**src/hdl/lights_darks_pixel_adjust_unit_defines.svh**
```systemverilog
// Assertion macros for the lights/darks pixel adjust unit.
// Taken in by the top level; needs clk and rst_n in the including scope.
`ifndef LIGHTS_DARKS_PIXEL_ADJUST_UNIT_DEFINES_SVH
`define LIGHTS_DARKS_PIXEL_ADJUST_UNIT_DEFINES_SVH

// Same-cycle implication, disabled while reset is asserted.
`define LDPA_ASSERT_IMPL(label, ante, cons, msg) \
  label: assert property (@(posedge clk) disable iff (!rst_n) (ante) |-> (cons)) \
    else $error(msg);

// Next-cycle implication, disabled while reset is asserted.
`define LDPA_ASSERT_NEXT(label, ante, cons, msg) \
  label: assert property (@(posedge clk) disable iff (!rst_n) (ante) |=> (cons)) \
    else $error(msg);

`endif

```
**src/hdl/ldpa_pkg.sv**
```systemverilog
// Shared types and constants of the lights/darks pixel adjust unit.
// No dependencies; imported by every module of the block.
`default_nettype none

package ldpa_pkg;

  localparam int CH_W    = 8;
  localparam int GAIN_W  = 9;
  localparam int SUM_W   = 20;
  localparam int B8_W    = 16;
  localparam int DIFF_W  = 16;
  localparam int RECIP_W = 6;
  localparam int PROD_W  = GAIN_W + DIFF_W + 1;
  localparam int P_W     = PROD_W + RECIP_W + 1;
  localparam int D8_W    = 18;
  localparam int C8_W    = 19;
  localparam int LVL_W   = C8_W - 8;
  localparam int FRAC_SH = 12;

  localparam int LIGHTS_LEVEL = 150;

  localparam logic [11:0] W_RED   = 12'd1229;
  localparam logic [11:0] W_GREEN = 12'd2458;
  localparam logic [11:0] W_BLUE  = 12'd410;

  localparam logic [B8_W-1:0]    LIGHTS_B8   = 16'd38400;
  localparam logic [B8_W-1:0]    DARKS_B8    = 16'd33280;
  localparam logic [RECIP_W-1:0] RECIP_DARKS = 6'd32;
  localparam logic [P_W-1:0]     FRAC_MASK   = P_W'(4095);

  typedef struct packed {
    logic [CH_W-1:0] red;
    logic [CH_W-1:0] green;
    logic [CH_W-1:0] blue;
  } pix_t;

  typedef enum logic [0:0] {
    CFG_LIGHTS = 1'b0,
    CFG_DARKS  = 1'b1
  } cfg_idx_t;

endpackage

`default_nettype wire

```
**src/hdl/ldpa_luma.sv**
```systemverilog
// Stage 1: weighted brightness of the incoming pixel, 8 fractional bits.
// Depends on ldpa_pkg.
`default_nettype none

module ldpa_luma import ldpa_pkg::*; (
  input  logic            clk,
  input  logic            rst_n,
  input  logic            in_valid,
  output logic            in_ready,
  input  pix_t            pix_i,
  output logic            out_valid,
  input  logic            out_ready,
  output pix_t            pix_o,
  output logic [B8_W-1:0] b8_o
);

  logic            v_r;
  pix_t            pix_r;
  logic [B8_W-1:0] b8_r;
  logic [SUM_W-1:0] sum_nxt;

  assign in_ready = !v_r || out_ready;

  always_comb begin
    sum_nxt = SUM_W'(pix_i.red) * SUM_W'(W_RED)
            + SUM_W'(pix_i.green) * SUM_W'(W_GREEN)
            + SUM_W'(pix_i.blue) * SUM_W'(W_BLUE);
  end

  always_ff @(posedge clk) begin
    if (!rst_n) begin
      v_r <= 1'b0;
    end else if (in_ready) begin
      v_r <= in_valid;
    end
  end

  always_ff @(posedge clk) begin
    if (in_valid && in_ready) begin
      pix_r <= pix_i;
      b8_r  <= sum_nxt[SUM_W-1:4];
    end
  end

  assign out_valid = v_r;
  assign pix_o     = pix_r;
  assign b8_o      = b8_r;

endmodule

`default_nettype wire

```
**src/hdl/ldpa_gain.sv**
```systemverilog
// Stages 2 and 3: mode select, gain times offset, then times the reciprocal.
// Depends on ldpa_pkg.
`default_nettype none

module ldpa_gain import ldpa_pkg::*; #(
  parameter int CHANNEL_MAX = 255
) (
  input  logic                     clk,
  input  logic                     rst_n,
  input  logic signed [GAIN_W-1:0] lights_gain,
  input  logic signed [GAIN_W-1:0] darks_gain,
  input  logic                     in_valid,
  output logic                     in_ready,
  input  pix_t                     pix_i,
  input  logic [B8_W-1:0]          b8_i,
  output logic                     out_valid,
  input  logic                     out_ready,
  output pix_t                     pix_o,
  output logic signed [P_W-1:0]    p_o
);

  localparam int LIGHTS_SPAN = CHANNEL_MAX - LIGHTS_LEVEL;
  localparam int RECIP_LIGHTS_I = (4096 + LIGHTS_SPAN / 2) / LIGHTS_SPAN;
  localparam logic [RECIP_W-1:0] RECIP_LIGHTS = RECIP_LIGHTS_I[RECIP_W-1:0];

  // Stage 2 registers.
  logic                      v2_r;
  pix_t                      pix2_r;
  logic signed [PROD_W-1:0]  prod_r;
  logic [RECIP_W-1:0]        recip_r;
  // Stage 3 registers.
  logic                      v3_r;
  pix_t                      pix3_r;
  logic signed [P_W-1:0]     p_r;

  logic                      ready2;
  logic                      lights_sel;
  logic                      darks_sel;
  logic signed [GAIN_W-1:0]  gain_sel;
  logic [DIFF_W-1:0]         diff_sel;
  logic [RECIP_W-1:0]        recip_nxt;
  logic signed [PROD_W-1:0]  prod_nxt;
  logic signed [P_W-1:0]     p_nxt;

  assign ready2   = !v3_r || out_ready;
  assign in_ready = !v2_r || ready2;

  // Highlights win when both conditions could apply.
  always_comb begin
    lights_sel = (lights_gain != '0) && (b8_i > LIGHTS_B8);
    darks_sel  = (darks_gain != '0) && (b8_i < DARKS_B8);
    priority if (lights_sel) begin
      gain_sel  = lights_gain;
      diff_sel  = b8_i - LIGHTS_B8;
      recip_nxt = RECIP_LIGHTS;
    end else if (darks_sel) begin
      gain_sel  = darks_gain;
      diff_sel  = DARKS_B8 - b8_i;
      recip_nxt = RECIP_DARKS;
    end else begin
      gain_sel  = '0;
      diff_sel  = '0;
      recip_nxt = '0;
    end
    prod_nxt = gain_sel * $signed({1'b0, diff_sel});
    p_nxt    = prod_r * $signed({1'b0, recip_r});
  end

  always_ff @(posedge clk) begin
    if (!rst_n) begin
      v2_r <= 1'b0;
      v3_r <= 1'b0;
    end else begin
      if (in_ready) begin
        v2_r <= in_valid;
      end
      if (ready2) begin
        v3_r <= v2_r;
      end
    end
  end

  always_ff @(posedge clk) begin
    if (in_valid && in_ready) begin
      pix2_r  <= pix_i;
      prod_r  <= prod_nxt;
      recip_r <= recip_nxt;
    end
    if (v2_r && ready2) begin
      pix3_r <= pix2_r;
      p_r    <= p_nxt;
    end
  end

  assign out_valid = v3_r;
  assign pix_o     = pix3_r;
  assign p_o       = p_r;

endmodule

`default_nettype wire

```
**src/hdl/ldpa_apply.sv**
```systemverilog
// Stage 4: scale the delta, add it to each channel, clamp; output register.
// Depends on ldpa_pkg.
`default_nettype none

module ldpa_apply import ldpa_pkg::*; #(
  parameter int CHANNEL_MAX = 255
) (
  input  logic                  clk,
  input  logic                  rst_n,
  input  logic                  in_valid,
  output logic                  in_ready,
  input  pix_t                  pix_i,
  input  logic signed [P_W-1:0] p_i,
  output logic                  out_valid,
  input  logic                  out_ready,
  output pix_t                  pix_o
);

  localparam logic [LVL_W-1:0] CH_MAX_L = CHANNEL_MAX[LVL_W-1:0];

  logic                   v_r;
  pix_t                   pix_r;
  logic signed [P_W-1:0]  p_adj;
  logic signed [D8_W-1:0] d8;
  pix_t                   pix_nxt;

  function automatic logic [CH_W-1:0] finish_ch(input logic [CH_W-1:0] ch,
                                                input logic signed [D8_W-1:0] d);
    logic signed [C8_W-1:0] c8;
    logic [LVL_W-1:0]       lvl;
    c8  = $signed({{(C8_W-CH_W-8){1'b0}}, ch, 8'h00})
        + $signed({{(C8_W-D8_W){d[D8_W-1]}}, d});
    lvl = c8[C8_W-1:8];
    if (c8[C8_W-1]) begin
      finish_ch = '0;
    end else if (lvl > CH_MAX_L) begin
      finish_ch = CH_MAX_L[CH_W-1:0];
    end else begin
      finish_ch = lvl[CH_W-1:0];
    end
  endfunction

  assign in_ready = !v_r || out_ready;

  // Division by 4096 truncating toward zero: bias negative values first.
  always_comb begin
    p_adj = p_i + (p_i[P_W-1] ? FRAC_MASK : '0);
    d8    = p_adj[FRAC_SH+D8_W-1:FRAC_SH];
    pix_nxt.red   = finish_ch(pix_i.red, d8);
    pix_nxt.green = finish_ch(pix_i.green, d8);
    pix_nxt.blue  = finish_ch(pix_i.blue, d8);
  end

  always_ff @(posedge clk) begin
    if (!rst_n) begin
      v_r <= 1'b0;
    end else if (in_ready) begin
      v_r <= in_valid;
    end
  end

  always_ff @(posedge clk) begin
    if (in_valid && in_ready) begin
      pix_r <= pix_nxt;
    end
  end

  assign out_valid = v_r;
  assign pix_o     = pix_r;

endmodule

`default_nettype wire

```
**src/hdl/lights_darks_pixel_adjust_unit.sv**
```systemverilog
// Top level of the lights/darks (shadows/highlights) pixel adjust unit.
// Depends on ldpa_pkg, ldpa_luma, ldpa_gain, ldpa_apply and the defines header.
//
// Usage:
//   One RGB pixel item enters on the in_ channel (valid/ready) and one adjusted
//   pixel item leaves on the out_ channel (valid/ready). The cfg_ channel writes
//   the lights gain (index CFG_LIGHTS) and the darks gain (index CFG_DARKS); it
//   is always ready and should only be used while the pipeline is empty.
//   The datapath is a four-stage pipeline: brightness, gain times offset,
//   times reciprocal, then channel add and clamp into the output register.
//   An accepted item passes through the stage 1, 2 and 3 registers and then the
//   output register, where out_valid rises. Throughput is one item per cycle,
//   bounded only by the receiver taking items.
//   When out_ready is low, items stay in their stages and in_ready drops once
//   every stage holds an item; nothing is lost or repeated. in_ready is high
//   whenever any stage in front of the stall has room.
//   Synchronous reset (rst_n low) empties the pipeline and clears both gains,
//   so the unit passes pixels through unchanged until a gain is written.
`default_nettype none

`include "lights_darks_pixel_adjust_unit_defines.svh"

module lights_darks_pixel_adjust_unit import ldpa_pkg::*; #(
  parameter int CHANNEL_MAX = 255
) (
  input  logic              clk,
  input  logic              rst_n,
  input  logic              in_valid,
  output logic              in_ready,
  input  logic [CH_W-1:0]   in_red_in,
  input  logic [CH_W-1:0]   in_green_in,
  input  logic [CH_W-1:0]   in_blue_in,
  output logic              out_valid,
  input  logic              out_ready,
  output logic [CH_W-1:0]   out_red_out,
  output logic [CH_W-1:0]   out_green_out,
  output logic [CH_W-1:0]   out_blue_out,
  input  logic              cfg_valid,
  output logic              cfg_ready,
  input  cfg_idx_t          cfg_index,
  input  logic [GAIN_W-1:0] cfg_data
);

  // Gain registers, written through the configuration channel.
  logic signed [GAIN_W-1:0] lights_gain_r;
  logic signed [GAIN_W-1:0] darks_gain_r;

  pix_t                  pix_in;
  pix_t                  pix1;
  pix_t                  pix3;
  pix_t                  pix_out;
  logic [B8_W-1:0]       b8_1;
  logic signed [P_W-1:0] p3;
  logic                  v1;
  logic                  rdy1;
  logic                  v3;
  logic                  rdy3;

  assign cfg_ready = 1'b1;

  always_ff @(posedge clk) begin
    if (!rst_n) begin
      lights_gain_r <= '0;
      darks_gain_r  <= '0;
    end else if (cfg_valid && cfg_ready) begin
      unique case (cfg_index)
        CFG_LIGHTS: lights_gain_r <= cfg_data;
        CFG_DARKS:  darks_gain_r  <= cfg_data;
        default:    ;
      endcase
    end
  end

  assign pix_in.red   = in_red_in;
  assign pix_in.green = in_green_in;
  assign pix_in.blue  = in_blue_in;

  // Stage 1: brightness.
  ldpa_luma u_luma (
    .clk       (clk),
    .rst_n     (rst_n),
    .in_valid  (in_valid),
    .in_ready  (in_ready),
    .pix_i     (pix_in),
    .out_valid (v1),
    .out_ready (rdy1),
    .pix_o     (pix1),
    .b8_o      (b8_1)
  );

  // Stages 2 and 3: select the adjustment and form the scaled delta.
  ldpa_gain #(
    .CHANNEL_MAX (CHANNEL_MAX)
  ) u_gain (
    .clk         (clk),
    .rst_n       (rst_n),
    .lights_gain (lights_gain_r),
    .darks_gain  (darks_gain_r),
    .in_valid    (v1),
    .in_ready    (rdy1),
    .pix_i       (pix1),
    .b8_i        (b8_1),
    .out_valid   (v3),
    .out_ready   (rdy3),
    .pix_o       (pix3),
    .p_o         (p3)
  );

  // Stage 4: apply the delta and hold the result for the receiver.
  ldpa_apply #(
    .CHANNEL_MAX (CHANNEL_MAX)
  ) u_apply (
    .clk       (clk),
    .rst_n     (rst_n),
    .in_valid  (v3),
    .in_ready  (rdy3),
    .pix_i     (pix3),
    .p_i       (p3),
    .out_valid (out_valid),
    .out_ready (out_ready),
    .pix_o     (pix_out)
  );

  assign out_red_out   = pix_out.red;
  assign out_green_out = pix_out.green;
  assign out_blue_out  = pix_out.blue;

  // An accepted item always lands in the first stage.
  `LDPA_ASSERT_NEXT(a_accept_fills_s1, in_valid && in_ready, v1, "accepted item lost in stage 1")
  // With the output register empty, every stage can move, so input is taken.
  `LDPA_ASSERT_IMPL(a_empty_out_ready, !out_valid, in_ready, "input stalled with empty output")
  // A full, stalled pipeline must refuse new input.
  `LDPA_ASSERT_IMPL(a_full_blocks, v1 && v3 && out_valid && !out_ready && !rdy1, !in_ready,
                    "input taken while pipeline full")

endmodule

`default_nettype wire
```
**config.mk**
```make
export PLATFORM = sky130hd
export DESIGN_NAME = lights_darks_pixel_adjust_unit
export DESIGN_NICKNAME = d
export VERILOG_FILES = /design/src/hdl/ldpa_pkg.sv /design/src/hdl/ldpa_luma.sv /design/src/hdl/ldpa_gain.sv /design/src/hdl/ldpa_apply.sv /design/src/hdl/lights_darks_pixel_adjust_unit.sv
export VERILOG_INCLUDE_DIRS = /design/src /design/src/hdl
export SDC_FILE = /design/constraint.sdc
export NUM_CORES = 1
export LEC_CHECK = 0
export ABC_AREA = 1
export BUFFER_PORTS_ARGS = -buffer_cell sky130_fd_sc_hd__buf_2
export CAP_MARGIN = 25
export CORE_ASPECT_RATIO = 1.25
export CORE_MARGIN = 2
export CORE_UTILIZATION = 36
export CTS_BUF_LIST = sky130_fd_sc_hd__clkbuf_2 sky130_fd_sc_hd__clkbuf_4 sky130_fd_sc_hd__clkbuf_8
export CTS_CLUSTER_SIZE = 10
export DETAILED_ROUTE_END_ITERATION = 8
export HOLD_SLACK_MARGIN = 0.05
export PLACE_DENSITY = 0.62
export SYNTH_ARGS = -nofsm -noshare
export SYNTH_HDL_FRONTEND = slang
export SYNTH_SLANG_ARGS = --single-unit
```
**constraint.sdc**
```tcl
create_clock -name clk -period 7.7 [get_ports clk]
set_clock_uncertainty 0.05 [all_clocks]
set_input_delay 0.385 -clock clk [delete_from_list [all_inputs] [get_ports clk]]
set_output_delay 0.385 -clock clk [all_outputs]
set_load 0.02 [all_outputs]
```
; ---- Word level (Yosys, flattened, before mapping)
; Cells that the tools add are included.
[op_classes]
n_reduce_logical = 18
bitwise_logic = 1
mul = 5
addsub = 8
magnitude_cmp = 5
n_mux = 9
[op_table]
columns = operator, count
row1 = $add A17 B18 Y19, 3
row2 = $mul A8 B11 Y19 const B, 2
row3 = $gt A11 B8 Y1 const B, 3
row4 = $mul A26 B7 Y33, 1
row5 = $mux W16, 2
row6 = $add A30 B12 Y30, 1
row7 = $mul A9 B17 Y26, 1
row8 = $mux W8, 3
row9 = $add A19 B20 Y20, 1
row10 = $add A20 B17 Y20, 1
row11 = $mux W9, 2
row12 = $reduce_bool A9 Y1, 2
row13 = $gt A16 B16 Y1 const B, 1
row14 = $lt A16 B16 Y1 const B, 1
row15 = $mul A8 B8 Y16 const B, 1
row16 = $sub A16 B16 Y16 const A, 1
row17 = $sub A16 B16 Y16 const B, 1
row18 = $mux W12, 1
row19 = $logic_and A1 B1 Y1, 6
row20 = $mux W6, 1
row21 = $logic_not A1 Y1, 4
row22 = $logic_or A1 B1 Y1, 4
row23 = $reduce_and A2 Y1, 2
row24 = $not A1 Y1, 1
[totals]
reg_bits = 199
output_inout_bits = 27

; ---- Longest topological paths before layout
[logic_depth]
depth_word = 6
depth_mapped = 33
depth_no_buf = 33

; ---- Cells and area by module
; From an unflattened synthesis, not the netlist that was laid out.
[hier_totals]
hier_cells = 3032
hier_area_um2 = 24528.5
[by_module_without_submodules]
columns = mod, area_each_um2, instances, cells_each
row1 = ldpa_gain, 14119.8, 1, 1789
row2 = ldpa_luma, 6715.2, 1, 736
row3 = ldpa_apply, 2961.6, 1, 407
row4 = lights_darks_pixel_adjust_unit, 732.0, 1, 100

; ---- Least setup slack after synthesis
; OpenSTA, ideal clock, no wires.
[synth_path]
path_type = input -> register
startpoint = input port in_blue_in[4]
endpoint = register u_luma.b8_r[12] (netlist: u_luma.b8_o[12]), data pin
n_path_buf = 0
path_slack_ps = 642
t_arrival_ps = 6755
setup_ps = 252
required_ps = 7398
stages = 30
cell_sequence = ha_1 ha_1 inv_1 fa_1 fa_1 inv_1 ha_1 a21o_1 a31oi_1 o21ai_0 xor2_1 ha_1 fa_1 inv_1 fa_1 inv_1 fa_1 inv_1 fa_1 inv_1 ha_1 nand2_1 nor2_1 inv_1 o211ai_1 nand2_1 nand2_1 nand3_1 nand3_1 nand2_1
[synth_between]
elab_chain_cells = 2
[synth_rtl]
columns = element, line
row1 = "start, declared", lights_darks_pixel_adjust_unit.sv:32  ; input logic [CH_W-1:0] in_blue_in,
row2 = $mul A8 B8 Y16, ldpa_luma.sv:27  ; + SUM_W'(pix_i.blue) * SUM_W'(W_BLUE);
row3 = $add A20 B17 Y20, ldpa_luma.sv:27
row4 = named net u_luma.sum_nxt[16], ldpa_luma.sv:20  ; logic [SUM_W-1:0] sum_nxt;
row5 = "end signal, assigned", ldpa_luma.sv:41  ; b8_r <= sum_nxt[SUM_W-1:4];
row6 = "end, declared", ldpa_luma.sv:19  ; logic [B8_W-1:0] b8_r;
; The timed path passes the listed nets, and every way through them passes these cells.
; A chain may end at the register's enable or synchronous reset.

; ---- Worst setup path after layout
[layout_path]
startpoint = input port in_blue_in[0]
endpoint = register u_luma.b8_r[12] (netlist: u_luma.b8_o[12]), data pin
; Same word-level chain as after synthesis.

==> summary.txt <==
Routing
  • Vias per inst: 4.676
  • Antenna Nets Post-Route: 0
  • Drc violations: 0
  • Vias after detailed routing: 16764
  • DR iter-0 viols: 716
  • Met2 wire length: around 25000 um
  • Routed len/inst: around 14 um
  • Top Layer Used: met4
  • Met3 Wirelength: between 1000 and 1500 um
  • Routed WL: roughly 49000 um
  • Routed met1 length: about 22000 um
  • Drt pass-1 iters: 5

Worst setup path
  • Critical Path End Type: register
  • Worst path bufs/invs: 9
  • Crit-path slowest cell: dlygate4sd3_1
  • Worst EP required: between 7 and 8 ns
  • Reg-to-reg slack, setup: between 0.5 and 0.6 ns
  • Critical path arrival: ~7.7 ns
  • CP max FO: 5
  • CP top delay family: adder cells
  • Crit-path most repeated cell: inv_1
  • Crit start category: input port
  • Crit path kind: input port to register
  • CP max stage delay: approximately 0.56 ns

Global route
  • Antenna violations before repair: 3
  • First-pass GRT wire length: about 83000 um
  • Largest net degree at the start of global routing: 53
  • Number of global-route vias before repair: around 17000
  • GRT Overall Usage: 15.72%
  • Global route overflow: 0

Yosys
  • Dominant synthesized flop cell: edfxtp_1
  • Netlist cell types: between 50 and 60
  • Synth Net Count: 3224
  • Post-synth EDFFs: approximately 170
  • Register area share after synthesis: approximately 24%
  • Mapped Area: about 23000 um^2
  • Post-synth ARST share: 0%
  • Synth Area per Inst: between 8 and 9 um^2
  • Register bit total from synthesis: between 150 and 200
  • Yosys warns: 0
  • Synth Instances: approximately 2600

Placed design
  • IO buf count: 64
  • Placer's final routability congestion estimate: ~0.9
  • Pre-CTS WS: ~0.12 ns
  • Detailed placement HPWL: between 40000 and 50000 um
  • Placement Cell Area: about 24000 um^2

CTS
  • CTS tree: built
  • Root buffer cell: clkbuf_8
  • CTS Sinks: between 150 and 200
  • Total CTS buffers: 17
  • Maximum clock insertion buffer count: 2
  • Worst skew pair latency: 0.57 ns
  • CTS H-Tree Depth: 4
  • CTS clk-pin slew, worst paths: between 0.1 and 0.15 ns

STA
  • Worst slew margin: 38.77%
  • Worst slew pin tran: roughly 0.92 ns
  • Final WS setup: between 0.3 and 0.4 ns
  • Fin crit share: a little over nine tenths
  • Final hold violations: 0
  • Setup TNS: 0 ns
  • Final worst path period need: approximately 7.4 ns
  • # setup viols final: 0
  • Highest Clock Rate: 135.2 MHz
  • Unrepaired setup endpoints after global routing: false
  • Slew Limit Fails: 0

Layout
  • FF/Latch Area: ~5600 um^2
  • Proportion of layout cells with a drive suffix above 1: under 10%
  • Multi-input gate area: around 15000 um^2
  • Filler cell count: 6395
  • Post-Layout Inst Area: 25070 um^2
  • Layout area overhead: 9.815%
  • Nets@finish: about 3300
  • Post-Route Utilization: 39.79%

Floorplan
  • # rows: a little over 100
  • Die W: between 200 and 250 um
  • IO Count: 66
  • Starting Density: roughly 36%
  • Core ar.: 63020 um^2
  • Die ar.: ~65000 um^2
  • Die Height: 285.6 um

Hold path
  • Worst Hold Class: input port to register

Outcome
  • Status: finished, final reports clean

Flow run
  • Max cap viols: 0
-- cell usage after synthesis, drive strengths merged (2+ instances only) --
cell	count	area [um^2]
nand3b	4	30.03
inv	634	2385
nand3	87	457.9
dfxtp	22	440.4
o211ai	7	52.55
nand4	30	187.7
o21a	7	52.55
xnor2	47	411.6
xor2	65	569.3
nand2	466	1769
o21bai	15	112.6
clkbuf	10	37.54
a31oi	9	56.30
nor3	15	85.08
edfxtp	171	5135
buf	14	102.6
a21oi	149	745.7
o22ai	2	25.02
o21ai	86	483.0
a211oi	2	15.01
nor2	178	675.7
or2	6	37.53
o221ai	3	26.28
nor4	7	50.05
ha	347	4342
fa	218	4364
o31ai	3	36.28
a21o	5	37.54
a21boi	3	22.52
o2111ai	2	17.52
-- path summary, 6_finish.rpt --
path,to,start,depth (start not counted)
min reg2reg,u_gain.pix2_r[16],u_luma.pix_o[16],0
min,u_luma.pix_o[10],in_green_in[2],1
max reg2reg,u_gain.prod_r[25],u_luma.b8_o[0],26
max,u_luma.b8_o[12],in_blue_in[0],32
-- flip-flops by register name, indices dropped and copies added, names as in the netlist, 2 cells and up --
| signal | cells |
|---|---|
| lights_gain_r | 9 |
| u_apply.pix_o | 24 |
| u_gain.recip_r | 2 |
| darks_gain_r | 9 |
| u_luma.b8_o | 16 |
| u_gain.p_o | 31 |
| u_gain.pix_o | 24 |
| u_gain.pix2_r | 24 |
| u_gain.prod_r | 26 |
| u_luma.pix_o | 24 |
-- through the flow --
step                std cells  hold WS [ns]
global route             3585       0.07916
CTS                      3582       0.05251
finish                   3585        0.1292
detailed placement       3520        0.3545
global placement         3518        0.3506
floorplan                2620        0.3503
-- placed cells by master (no fill, tap or decap), types with 8 or more instances in the layout --
cell type,n
inv_2,8
a31oi_1,8
o21bai_1,15
a21oi_1,148
inv_1,625
edfxtp_1,171
ha_1,346
clkbuf_8,17
dlygate4sd3_1,30
o21ai_0,69
o21ai_2,14
dfxtp_1,22
xnor2_1,47
xor2_1,65
nand2_1,460
buf_2,64
nor2_1,174
nand3_1,84
nor3_1,13
buf_4,19
nand4_1,30
fa_1,218
-- cell families after synthesis --
group	synth area share [%]
AND/OR/NAND/NOR	14.45
buffers and inverters	11.06
adder cells (fa/ha/maj)	38.13
AO/OA/AOI/OAI	7.628
flip-flops	24.42
XOR/XNOR	4.296
other	0.01642
-- repair_timing --
| item | CTS | global route |
|---|---|---|
| buffers inserted | 0 | 1 |
| resized for setup | 0 | 6 |
| hold endpoints to repair | 39 | 0 |
| hold buffers | 30 | 0 |
| endpoints found under the setup margin | 0 | 5 |
-- final cells by class --
cell class | instances | area share [%]
Antenna cell | 1 | 0.009981
Sequential cell | 193 | 22.24
Multi-Input combinational cell | 1769 | 58.93
Clock buffer | 17 | 0.9332
Clock inverter | 15 | 0.8733
Inverter | 634 | 9.511
Timing Repair Buffer | 116 | 3.314
Tap cell | 840 | 4.192
-- per-layer routing --
layer | track usage [%] | vias to the layer above
li1 | - | 8538
met3 | 2.123 | 64
met4 | 5.179 | 0
met1 | 19.46 | 7899
met2 | 28.15 | 263
met5 | 0 | -
Power is not shown: default switching activity piles up to over one toggle a cycle in this logic, so the estimate is an artifact.
